--- config.mk ---
export PLATFORM = sky130hd
export DESIGN_NAME = tdpt_rem_unit
export DESIGN_NICKNAME = d
export VERILOG_FILES = /design/src/rtl/tdpt_pkg.sv /design/src/rtl/tdpt_rem_unit.sv
export SDC_FILE = /design/constraint.sdc
export NUM_CORES = 1
export LEC_CHECK = 0
export ABC_CLOCK_PERIOD_IN_PS = 3500
export BUFFER_PORTS_ARGS = -buffer_cell sky130_fd_sc_hd__buf_2
export CAP_MARGIN = 5
export CORE_ASPECT_RATIO = 2
export CORE_MARGIN = 5
export CORE_UTILIZATION = 45
export CTS_BUF_LIST = sky130_fd_sc_hd__clkbuf_4
export DETAILED_ROUTE_END_ITERATION = 8
export PLACE_DENSITY_LB_ADDON = 0.15
export RECOVER_POWER = 25
export SKIP_LAST_GASP = 1
export SYNTH_ARGS = -nofsm -noshare
export SYNTH_HDL_FRONTEND = slang
export SYNTH_SLANG_ARGS = --single-unit
--- constraint.sdc ---
create_clock -name clock -period 3.5 [get_ports clock]
set_input_delay 0 -clock clock [delete_from_list [all_inputs] [get_ports clock]]
set_output_delay 0 -clock clock [all_outputs]
set_load 0.02 [all_outputs]
--- src/rtl/tdpt_pkg.sv ---
`timescale 1ns / 1ps
// ---------------------------------------------------------------------------
// tdpt_pkg: shared types and constants of the trial-division prime test
// Number width, channel widths and the command/status bundles that pass
// between the sequencer and the serial remainder unit.
// ---------------------------------------------------------------------------
package tdpt_pkg;

   // Width of the number under test; the candidate is cut to this width
   localparam int NUMBER_WIDTH = 32;
   // Width of the candidate field on the input channel
   localparam int CAND_W       = 32;
   localparam int REQ_DATA_W   = ((CAND_W + 7) / 8) * 8;
   localparam int RSP_DATA_W   = 8;
   // Bit counter of the remainder unit holds NUMBER_WIDTH itself
   localparam int CNT_W        = $clog2(NUMBER_WIDTH + 1);
   // Running divisor square, with headroom for one step past the bound
   localparam int SQ_W         = NUMBER_WIDTH + 2;

   typedef logic [NUMBER_WIDTH-1:0] num_type;

   typedef struct packed {
      logic    start;
      num_type dividend;
      num_type divisor;
   } rem_cmd_type;

   typedef struct packed {
      logic busy;
      logic done;
      logic zero;
   } rem_sts_type;

endpackage

--- src/rtl/tdpt_rem_unit.sv ---
`timescale 1ns / 1ps
// ---------------------------------------------------------------------------
// tdpt_rem_unit: serial remainder unit
// Restoring division, one dividend bit per cycle; a start is taken only
// while idle. Pulses done with a flag that tells whether the remainder is 0.
// ---------------------------------------------------------------------------
module tdpt_rem_unit (
   input  logic                  clock,
   input  logic                  reset,
   input  tdpt_pkg::rem_cmd_type cmd,
   output tdpt_pkg::rem_sts_type sts
);

   logic                        busy_ff, busy_in;
   logic                        done_ff, done_in;
   logic                        zero_ff, zero_in;
   logic [tdpt_pkg::CNT_W-1:0]  cnt_ff, cnt_in;
   tdpt_pkg::num_type           rem_ff, rem_in;
   tdpt_pkg::num_type           shift_ff, shift_in;
   tdpt_pkg::num_type           div_ff, div_in;
   logic [tdpt_pkg::NUMBER_WIDTH:0] trial;
   logic [tdpt_pkg::NUMBER_WIDTH:0] diff;

   // Shift the next dividend bit in and trial-subtract the divisor
   assign trial = {rem_ff, shift_ff[tdpt_pkg::NUMBER_WIDTH-1]};
   assign diff  = trial - {1'b0, div_ff};

   always_comb begin
      busy_in  = busy_ff;
      done_in  = 1'b0;
      zero_in  = zero_ff;
      cnt_in   = cnt_ff;
      rem_in   = rem_ff;
      shift_in = shift_ff;
      div_in   = div_ff;
      if (busy_ff) begin
         // Restore when the subtraction went negative
         rem_in   = diff[tdpt_pkg::NUMBER_WIDTH] ?
                    trial[tdpt_pkg::NUMBER_WIDTH-1:0] :
                    diff[tdpt_pkg::NUMBER_WIDTH-1:0];
         shift_in = {shift_ff[tdpt_pkg::NUMBER_WIDTH-2:0], 1'b0};
         cnt_in   = cnt_ff - 1'b1;
         if (cnt_ff == tdpt_pkg::CNT_W'(1)) begin
            busy_in = 1'b0;
            done_in = 1'b1;
            zero_in = (rem_in == '0);
         end
      end else if (cmd.start) begin
         // Load a new operation
         busy_in  = 1'b1;
         cnt_in   = tdpt_pkg::CNT_W'(tdpt_pkg::NUMBER_WIDTH);
         rem_in   = '0;
         shift_in = cmd.dividend;
         div_in   = cmd.divisor;
      end
   end

   always_ff @(posedge clock) begin
      if (reset) begin
         busy_ff <= 1'b0;
         done_ff <= 1'b0;
         zero_ff <= 1'b0;
         cnt_ff  <= '0;
      end else begin
         busy_ff <= busy_in;
         done_ff <= done_in;
         zero_ff <= zero_in;
         cnt_ff  <= cnt_in;
      end
      rem_ff   <= rem_in;
      shift_ff <= shift_in;
      div_ff   <= div_in;
   end

   assign sts.busy = busy_ff;
   assign sts.done = done_ff;
   assign sts.zero = zero_ff;

endmodule

* Yosys cells after proc, flatten, opt, wreduce, memory -nomap -nowiden
Cells that the tools add are included.
** Cells by class
- Add/sub/neg operators :: 2
- Equality and inequality tests :: 1
- Muxes and demuxes :: 11
- Bitwise operators :: 1
- Reductions and logical operators :: 5
** Operators by type and width (count)
- 32-bit two-way mux :: 5
- 33-bit by 32-bit subtractor with 33-bit output :: 1
- 32-bit logical NOT :: 1
- 6-bit two-way mux :: 2
- 6-bit by 1-bit == test with 1-bit output (second input constant) :: 1
- 6-bit by 1-bit subtractor with 6-bit output (second input constant) :: 1
- 1-bit two-way mux :: 4
- 2-bit AND reduction :: 2
- 2-bit nonzero test :: 1
- 2-bit OR reduction :: 1
- 1-bit NOT :: 1
** Word-level totals
- Register bits after elaboration :: 105
- Output and inout port bits :: 3

* Longest topological paths before layout
Gate-level depths: netlist (run 1).
- Depth after elaboration :: 3
- Depth in mapped cells :: 15
- Depth with buffers taken out :: 14

* Least setup slack after synthesis (run 1)
No wires, ideal clock.
- Path type :: register to register
- Start :: register shift_ff[31]
- End :: register zero_ff
- Data arrival time :: 3069 ps
- Required time :: 3416 ps
- Slack :: 346 ps
- Cell stages (with the launch flop) :: 16
- Path buffers :: 2
- Period minus slack after synthesis :: 3154 ps
- Cell sequence :: edfxtp_1 -> inv_1 -> ha_1 -> fa_1 -> nand2b_1 -> a21oi_2 -> o211ai_1 -> a31oi_2 -> o31ai_4 -> mux2i_1 -> or2_1 -> buf_6 -> buf_6 -> nor4_2 -> o2111ai_1 -> o31ai_2
** On the way
- Longest elaborated chain between the ends :: 3
** RTL lines
- start, declared :: RTL line tdpt_rem_unit.sv:19 : tdpt_pkg::num_type shift_ff, shift_in;
- start signal, assigned :: RTL line tdpt_rem_unit.sv:71 : shift_ff <= shift_in;
- 33-bit by 32-bit subtractor with 33-bit output :: RTL line tdpt_rem_unit.sv:26 : assign diff = trial - {1'b0, div_ff};
- 32-bit two-way mux * :: RTL line tdpt_rem_unit.sv:38 : rem_in = diff[tdpt_pkg::NUMBER_WIDTH] ?
- 32-bit logical NOT * :: RTL line tdpt_rem_unit.sv:46 : zero_in = (rem_in == '0);
- end signal, assigned :: RTL line tdpt_rem_unit.sv:67 : zero_ff <= zero_in;
- end, declared :: RTL line tdpt_rem_unit.sv:16 : logic zero_ff, zero_in;
Every way passes the cells marked *; elsewhere a longest branch is shown, timed or not.
A chain may end at the register's enable or synchronous reset.

* Worst setup path after layout (run 1)
Ends and elaborated chain as after synthesis.

==> flow_results.org, run 1 <==
** Floorplanning
- I/O Pins :: 70
- Starting Density :: 0.4557
- The die covers 16680 um^2.
- Core Footprint :: 13890 um^2
- Std cell rows :: 61
- Vertical die dimension :: 177.7 um
- Die Wd :: 93.87 um

** Pwr
- Worst vdd rail ir drop :: 294.1 uV
- For this design the static power due to leakage is 3.331 nW.
- Power per Cell Area :: 545.8 nW/um^2

** Yosys
- Leading register cell type out of synthesis :: edfxtp_1
- Top cells by area in the synthesized netlist :: edfxtp_1 45%, ha_1 6.7%, a22o_1 4.3%, mux2i_1 4.0%, dfxtp_1 3.2%
- Simple-gate share of the synthesized area :: 0.1417
- Each instance of the synthesized netlist takes up on average 11.05 um^2.
- After synthesis, the largest family of logic cells by area is compound AO/OA/AOI/OAI gates.
- Measured against the total synthesized area, the mux share comes to 0.04131.
- Post-synth top area share :: 0.4507
- Of all flip-flops after synthesis, the portion carrying an async set or reset was 0.
- Adder-Cell Fraction of Synth Area :: 0.07037
- Xor/xnor share of the synthesized area :: 0.04013
- Number of unique standard cell types used by synthesis :: 71
- The synthesized netlist occupies a cell area of 6330 um^2.
- Synthesis inferred 105 register bits.
- edfxtp_1 takes more of the synthesized area than any other cell.
- Counting every net in the synthesized netlist gives 675.
- Number of flops mapped to enable cells by yosys :: 95
- Ys Warns :: 0
- Post-synthesis compound-gate area fraction :: 0.1698
- Post-synthesis sequential area ratio :: 0.4823
- Number of standard cells after synthesis :: 573

** Finish
- Layout area overhead :: 23.92%
- Of the cells placed in the final design, the portion with a size suffix greater than 1 is 0.1959.
- For this run, the post-layout net count is 822.
- Counting the fill cells in the layout gives 1242.
- Across the whole layout, storage elements account for 3053 um^2.
- Area of the multi-input gates :: 2959 um^2
- With fillers left out, the area of the finished cells amounts to 7844 um^2.

** Placement
- Once detailed placement completed, the half-perimeter wirelength came to 11.59 mm.
- Summing all placed instances gives a cell area of 7020 um^2.
- Routability-driven placement finished with a final weighted congestion of 0.9733.
- Number of buffers added on ports :: 69

** Drt
- Residual DRC count :: 0
- Total detailed-routing wirelength :: 15.84 mm
- The count of nets left with antenna violations once routing finished came out at 0.
- Iteration count of the initial detailed-routing pass :: 4
- In this run, the number of DRC markers left after iteration 0 of detailed routing was 248.
- Vias :: 4930
- Per-cell routed wire length :: 17.31 um
- Using the TritonRoute via totals, the vias-per-cell ratio works out to 5.388.

** Timing
- Setup repair after global routing could not meet its margin everywhere.
- Fmax :: 287.5 MHz
- Worst Tran Pin Value :: 1345 ps
- The worst pin sits at a relative slew slack of 0.1033.
- Final hold vios :: 0
- Final period demand of the worst path :: 3478 ps
- The final number of max-transition violations is 0.
- Final worst hold slack :: 225.0 ps
- Worst Skew :: 21.49 ps
- In the finished design, the share of the clock period the worst path needs comes to 0.9938.
- Setup violations remaining at the end of the flow were counted as 0.

** Min path
- Min-Delay Path Class :: primary input to flop

** GRT
- The first global-routing pass estimated 25.32 mm of wire.
- The via count of the first global-routing pass was 5281.
- Overall fraction of global-route tracks in use :: 0.1953
- Maximum number of pins on one net before global-route repair :: 74
- Initial antenna violation count :: 1
- Total grt overflow :: 0

** Flow run
- Across the run, the number of max-cap violations was 0.

** Setup path
- At the worst endpoint, the arrival time is 3860 ps.
- CP Cell Sequence :: inv_1, ha_1, fa_1, nand2b_1, a21oi_2, buf_4, o21a_4, a31oi_1, xnor2_1, or4_1, nor4_2, nand4_1, nor4_2, o2111ai_1, o31ai_2
- Worst path top cell family by delay :: simple AND/OR/NAND/NOR gates
- Slowest stage cell, crit path :: or4_1
- Data on the critical path is required at its endpoint by 3880 ps.
- Largest driver fanout on the critical path :: 4
- The worst setup path is launched from a flop.
- The largest single stage delay on the critical path is 570 ps.
- STA classifies the critical path endpoint as a flop.
- Critical path class :: flop to flop
- Library cell appearing most often on the critical path :: nor4_2
- Buffering stage count on the worst path with inverters included :: 2

** Outcome
- The run finished with clean final reports.

** Clock network
- Count of H-tree levels built during CTS :: 3
- Counting the buffers created by CTS gives 9.
- Number of buffers on the longest clock path :: 2
- In this run the clock root is driven by a clkbuf_4.
- TritonCTS clock tree :: yes
- Clock latency at the later pin of the worst-skew pair :: 470 ps
- After clock tree synthesis, the setup repair step added 0 buffers.
- CTS sink count :: 105
- CTS clock-pin slew for the worst setup and hold paths :: 190 ps
==> layer usage <==
metal | global-route usage | routed length, um
met3 | 0.02843 | 573
met4 | 0.09283 | 733
met2 | 0.3750 | 8672
met1 | 0.2005 | 5863
met5 | 0 | 0
==> cell usage after synthesis, drive strengths merged (2+ instances only) <==
cell type / count
buf: 18
nand3b: 2
o31ai: 4
o211ai: 3
o211a: 4
inv: 41
ha: 34
o31a: 2
xnor2: 21
edfxtp: 95
and3: 2
o41ai: 2
nor2b: 28
clkbuf: 14
a31oi: 7
a22o: 31
o21a: 3
nor3: 5
o21ai: 24
a221oi: 2
mux2i: 25
nor2: 29
a21o: 9
nand3: 14
nand2: 34
nor4: 11
a21oi: 31
nand4: 10
o21bai: 4
nand2b: 8
a41o: 2
a211o: 2
nor3b: 5
and2: 8
dfxtp: 10
xor2: 8
a211oi: 2
==> metrics by stage <==
step           TNS, ps    util  std cells  power, mW  setup slack [ps]
4_1_cts              0  0.5649        914      4.297             20.60
3_5_place_dp    -15.51  0.5054        831      3.584            -15.51
2_1_floorplan        0       -        573      3.020             346.3
3_3_place_gp         0  0.5054        831      3.571             30.53
5_1_grt         -174.4  0.5647        915      4.552            -174.4
6_report             0  0.5647        915      4.281             21.71
==> cell families (layout without fill, tap and decap cells) <==
family                     after synthesis  after routing
and+or+nand+nor                        164            164
AOI/OAI and AO/OA                      141            141
DFF                                    105            105
xor gates and xnor gates                29             29
adders and majority gates               35             35
other                                    0              1
buffers and inverters                   73            225
muxes                                   26             26
==> sequential cells by signal, indices dropped and copies added (netlist names) <==
| signal | flops |
|---|---|
| busy_ff | 1 |
| zero_ff | 1 |
| rem_ff | 32 |
| done_ff | 1 |
| shift_ff | 32 |
| div_ff | 32 |
| cnt_ff | 6 |
==> worst paths after layout <==
| kind | start | end | slack, ps | cells after the start |
|---|---|---|---|---|
| min reg2reg | cnt_ff[3]$_SDFFE_PP0P_ | cnt_ff[3]$_SDFFE_PP0P_ | 500 | 2 |
| max | shift_ff[31]$_DFFE_PP_ | zero_ff$_SDFFE_PP0P_ | 20 | 15 |
| max reg2reg | shift_ff[31]$_DFFE_PP_ | zero_ff$_SDFFE_PP0P_ | 20 | 15 |
| min | cmd[29] | div_ff[29]$_DFFE_PP_ | 220 | 2 |
==> where the power goes <==
group | leakage, nW | internal (mW) | switching [mW]
registers | 1.06 | 1.57 | 0.109
logic | 2.20 | 0.885 | 1.08
clock network | 0.0763 | 0.174 | 0.458
==> area by class of cell <==
class / count / area share
Antenna cell: 1 / 0.0003190
Sequential cell: 105 / 0.3892
Clock inverter: 6 / 0.007976
Multi-Input combinational cell: 395 / 0.3773
Tap cell: 189 / 0.03015
Clock buffer: 10 / 0.009571
Timing Repair Buffer: 168 / 0.1659
Inverter: 41 / 0.01962
==> layout by cell type (no fill, tap or decap), types with 25 or more instances in the layout <==
cell type / instances
edfxtp_1: 95
dlygate4sd3_1: 67
buf_2: 67
inv_1: 40
nand2_1: 34
ha_1: 34
a22o_1: 31
nor2_1: 29
buf_4: 27
a21oi_1: 26
nor2b_1: 26
mux2i_1: 25
==> timing repair <==
item / 4_1_cts / 5_1_grt
pin swaps: 1 / 1
endpoints found under the hold margin: 73 / 0
hold buffers: 67 / 0
endpoints found under the setup margin: 1 / 11
resized for setup: 3 / 4
(Power assumes the default switching activity.)
==> run 2, diff against run 1 <==
--- a/config.mk
+++ b/config.mk
@@ -7,12 +7,13 @@
 export LEC_CHECK = 0
 export ABC_CLOCK_PERIOD_IN_PS = 3500
 export BUFFER_PORTS_ARGS = -buffer_cell sky130_fd_sc_hd__buf_2
-export CAP_MARGIN = 5
+export CAP_MARGIN = 10
 export CORE_ASPECT_RATIO = 2
 export CORE_MARGIN = 5
 export CORE_UTILIZATION = 45
 export CTS_BUF_LIST = sky130_fd_sc_hd__clkbuf_4
 export DETAILED_ROUTE_END_ITERATION = 8
+export MAX_ROUTING_LAYER = met4
 export PLACE_DENSITY_LB_ADDON = 0.15
 export RECOVER_POWER = 25
 export SKIP_LAST_GASP = 1
==> run 2 against run 1 <==
Sequential cell count stayed put. Largest power group unchanged. Final area up 2.3%. Power is 3.4% higher. Maximum frequency is 1.7% higher. Sequential share of layout area shrank 0.86 points. Hold slack lost 3.0 ps. Cell count grew 0.66%. Critical endpoint unchanged. Core utilization up 1.3 points. Clock power down 0.6%.
==> flow_results.org, run 2 (synthesis gave the netlist of run 1 again) <==
** Outcome
- Status :: complete, no violations

** Clock network
- In this run the clock root is driven by a clkbuf_4.
- Number of buffers created by CTS :: 9 (unchanged)
- CTS sink count :: 105 (unchanged)
- Clock latency at the later pin of the worst-skew pair :: 470 ps (about the same)
- The maximum level of the CTS H-tree came to 3 (unchanged).
- TritonCTS built the clock tree.
- The clock edge transition at the registers on the reported setup and hold paths is 180 ps (about the same).
- Number of buffers on the longest clock path :: 2 (unchanged)

** Setup path
- Largest driver fanout on the critical path :: 4 (unchanged)
- Buffering stage count on the worst path with inverters included :: 1 (-1)
- Crit start category :: flop
- Among all stages on the critical path, the largest delay is contributed by or4_4.
- The data required time of the worst path is 3890 ps (about the same).
- By startpoint and endpoint, the worst setup path is classified as flop to flop.
- Arr. time, crit path :: 3810 ps (-50 ps)
- The worst setup path is captured at a flop.
- Largest stage delay, worst path :: 560 ps (about the same)
- CP Cell Sequence :: ha_4, fa_2, nand2b_4, a21oi_4, buf_4, o21a_4, a31oi_2, xnor2_2, or4_4, nor4_4, nand4_1, nor4_2, o2111ai_1, o31ai_2
- Worst path top cell family by delay :: simple AND/OR/NAND/NOR gates

** Floorplanning
- The die extent in x came to 93.87 um (unchanged).
- The core area is 13890 um^2 (unchanged).
- Area of the die :: 16680 um^2 (unchanged)
- I/O Pins :: 70 (unchanged)
- The number of rows in the core area was 61 (unchanged).
- The starting density of the core is 0.4557 (unchanged).
- The vertical extent of the die was 177.7 um (unchanged).

** Timing
- The number of setup violations in the final report came to 0 (unchanged).
- Final hold vios :: 0 (unchanged)
- Final worst hold slack :: 222.0 ps (-2.974 ps)
- Setup WS post-layout :: 80.26 ps (+58.54 ps)
- Portion of the clock cycle consumed by the worst path in the final layout :: 0.9771 (-0.01673)
- RSZ-0062 raised after global routing :: yes
- Fmax :: 292.4 MHz (+1.7%)
- The post-route minimum period came to 3420 ps (-58.54 ps).
- The final number of max-transition violations is 0 (unchanged).
- The worst-case headroom to the max-slew limit came to 0.06243 (-0.04085).
- The worst-margin pin slew is 1406 ps (+61.27 ps).
- Worst Skew :: 19.18 ps (-2.313 ps)

** Drt
- Total detailed-routing wirelength :: 16.64 mm (+5.0%)
- Iter 0 DRT Violations :: 195 (-21%)
- Vias per inst :: 5.476 (+1.6%)
- Per-cell routed wire length :: 18.06 um (+4.3%)
- The number of detailed-routing iterations run before antenna repair came to 4 (unchanged).
- Post-route ant nets :: 0 (unchanged)
- Vias :: 5043 (+2.3%)
- Residual DRC count :: 0 (unchanged)

** Pwr
- The total power was 4.426 mW (+3.4%).
- Power per Cell Area :: 551.7 nW/um^2 (+1.1%)
- The leakage dissipation was 3.407 nW (+2.3%).
- The maximum ir drop on the vdd rail was 315.6 uV (+7.3%).

** Finish
- From synthesis to final layout, the design area changed by 26.72%.
- Share of post-route cells with drive strength above 1 :: 0.2257 (+0.02986)
- The net count of the finished layout is 828 (+0.73%).
- The library cell used most frequently in the layout, excluding fill and tap cells, is edfxtp_1.
- Number of filler cells placed in the layout :: 1205 (-3.0%)
- In the layout the commonest cells are 95 x edfxtp_1, 67 x dlygate4sd3_1, 67 x buf_2.
- The share of the core filled with cells is 0.5775 (+0.01279).
- The largest registers in the layout are div_ff x32, rem_ff x32, shift_ff x32.

** Placement
- The HPWL after detailed placement was 11.86 mm (+2.3%).
- Number of buffers added on ports :: 69 (unchanged)
- The worst-case setup slack after placement was -104.0 ps (-88.52 ps).
- The weighted congestion at the end of routability-driven global placement came to 0.9956 (+2.3%).

** GRT
- Total grt overflow :: 0 (unchanged)
- The largest net degree at the start of global routing is 74 (unchanged).
- First-pass GRT wire length :: 25.85 mm (+2.1%)
- Initial antenna violation count :: 1 (unchanged)
- Vias in the first global route :: 5300 (+0.36%)
- Overall fraction of global-route tracks in use :: 0.2067 (+0.01135)

** Min path
- In this run the worst hold path is classified as primary input to flop.

** Flow run
- Number of maximum-capacitance violations :: 0 (unchanged)
## run 2: layout make-up
class                   count  area (um^2)  share of cell area
flip-flops and latches    105         3053              0.3806
multi-input cells         395         3093              0.3856
well taps                 189        236.5             0.02948
inverters                  41        153.9             0.01919
clock inverters             6        61.31            0.007643
diodes                      1        2.502           0.0003120
repair buffers            174         1346              0.1678
clock buffers              10        75.07            0.009359
## run 2: worst reg2reg max path: cells and delay by family (launching register included)
kind,cells,cell delay [ps]
compound gates,5,780
xor+xnor,1,180
fa+ha+maj,2,580
buf+inv,1,130
flops,1,460
simple gates,5,1220
## run 2: timing repair
action / 4_1_cts / 5_1_grt
cloned: 0 / 0
endpoints found under the setup margin: 2 / 12
pin swaps: 2 / 16
hold buffers: 67 / 0
buffers inserted: 1 / 6
resized for setup: 8 / 24
hold endpoints to repair: 73 / 0
## run 2: where the power goes
part	internal, mW	switching (mW)	total, mW
Sequential	1.57	0.108	1.68
Combinational	0.961	1.15	2.12
Clock	0.172	0.455	0.627
Total	2.71	1.72	4.43
## run 2: per-layer routing
metal / up-vias / wire length (um) / GRT usage
met2: 141 / 9157 / 0.3836
li1: 2433 / - / -
met3: 52 / 532 / 0.02630
met1: 2417 / 6156 / 0.2056
met5: - / 0 / -
met4: 0 / 788 / 0.1061
## run 2: worst paths after layout
check,start,end,slack [ps],cells past startpoint
max,div_ff[0]$_DFFE_PP_,zero_ff$_SDFFE_PP0P_,80,14
min,cmd[2],div_ff[2]$_DFFE_PP_,220,2
max reg2reg,div_ff[0]$_DFFE_PP_,zero_ff$_SDFFE_PP0P_,80,14
min reg2reg,cnt_ff[5]$_SDFFE_PP0P_,cnt_ff[5]$_SDFFE_PP0P_,510,1
## run 2: metrics by stage
stage / TNS (ps) / std cells / instance area (um^2)
global placement: -105.0 / 830 / 7013
floorplan: 0 / 573 / 6330
CTS: 0 / 914 / 7868
detailed placement: -104.0 / 830 / 7013
finish: 0 / 921 / 8021
global route: -124.5 / 921 / 8021
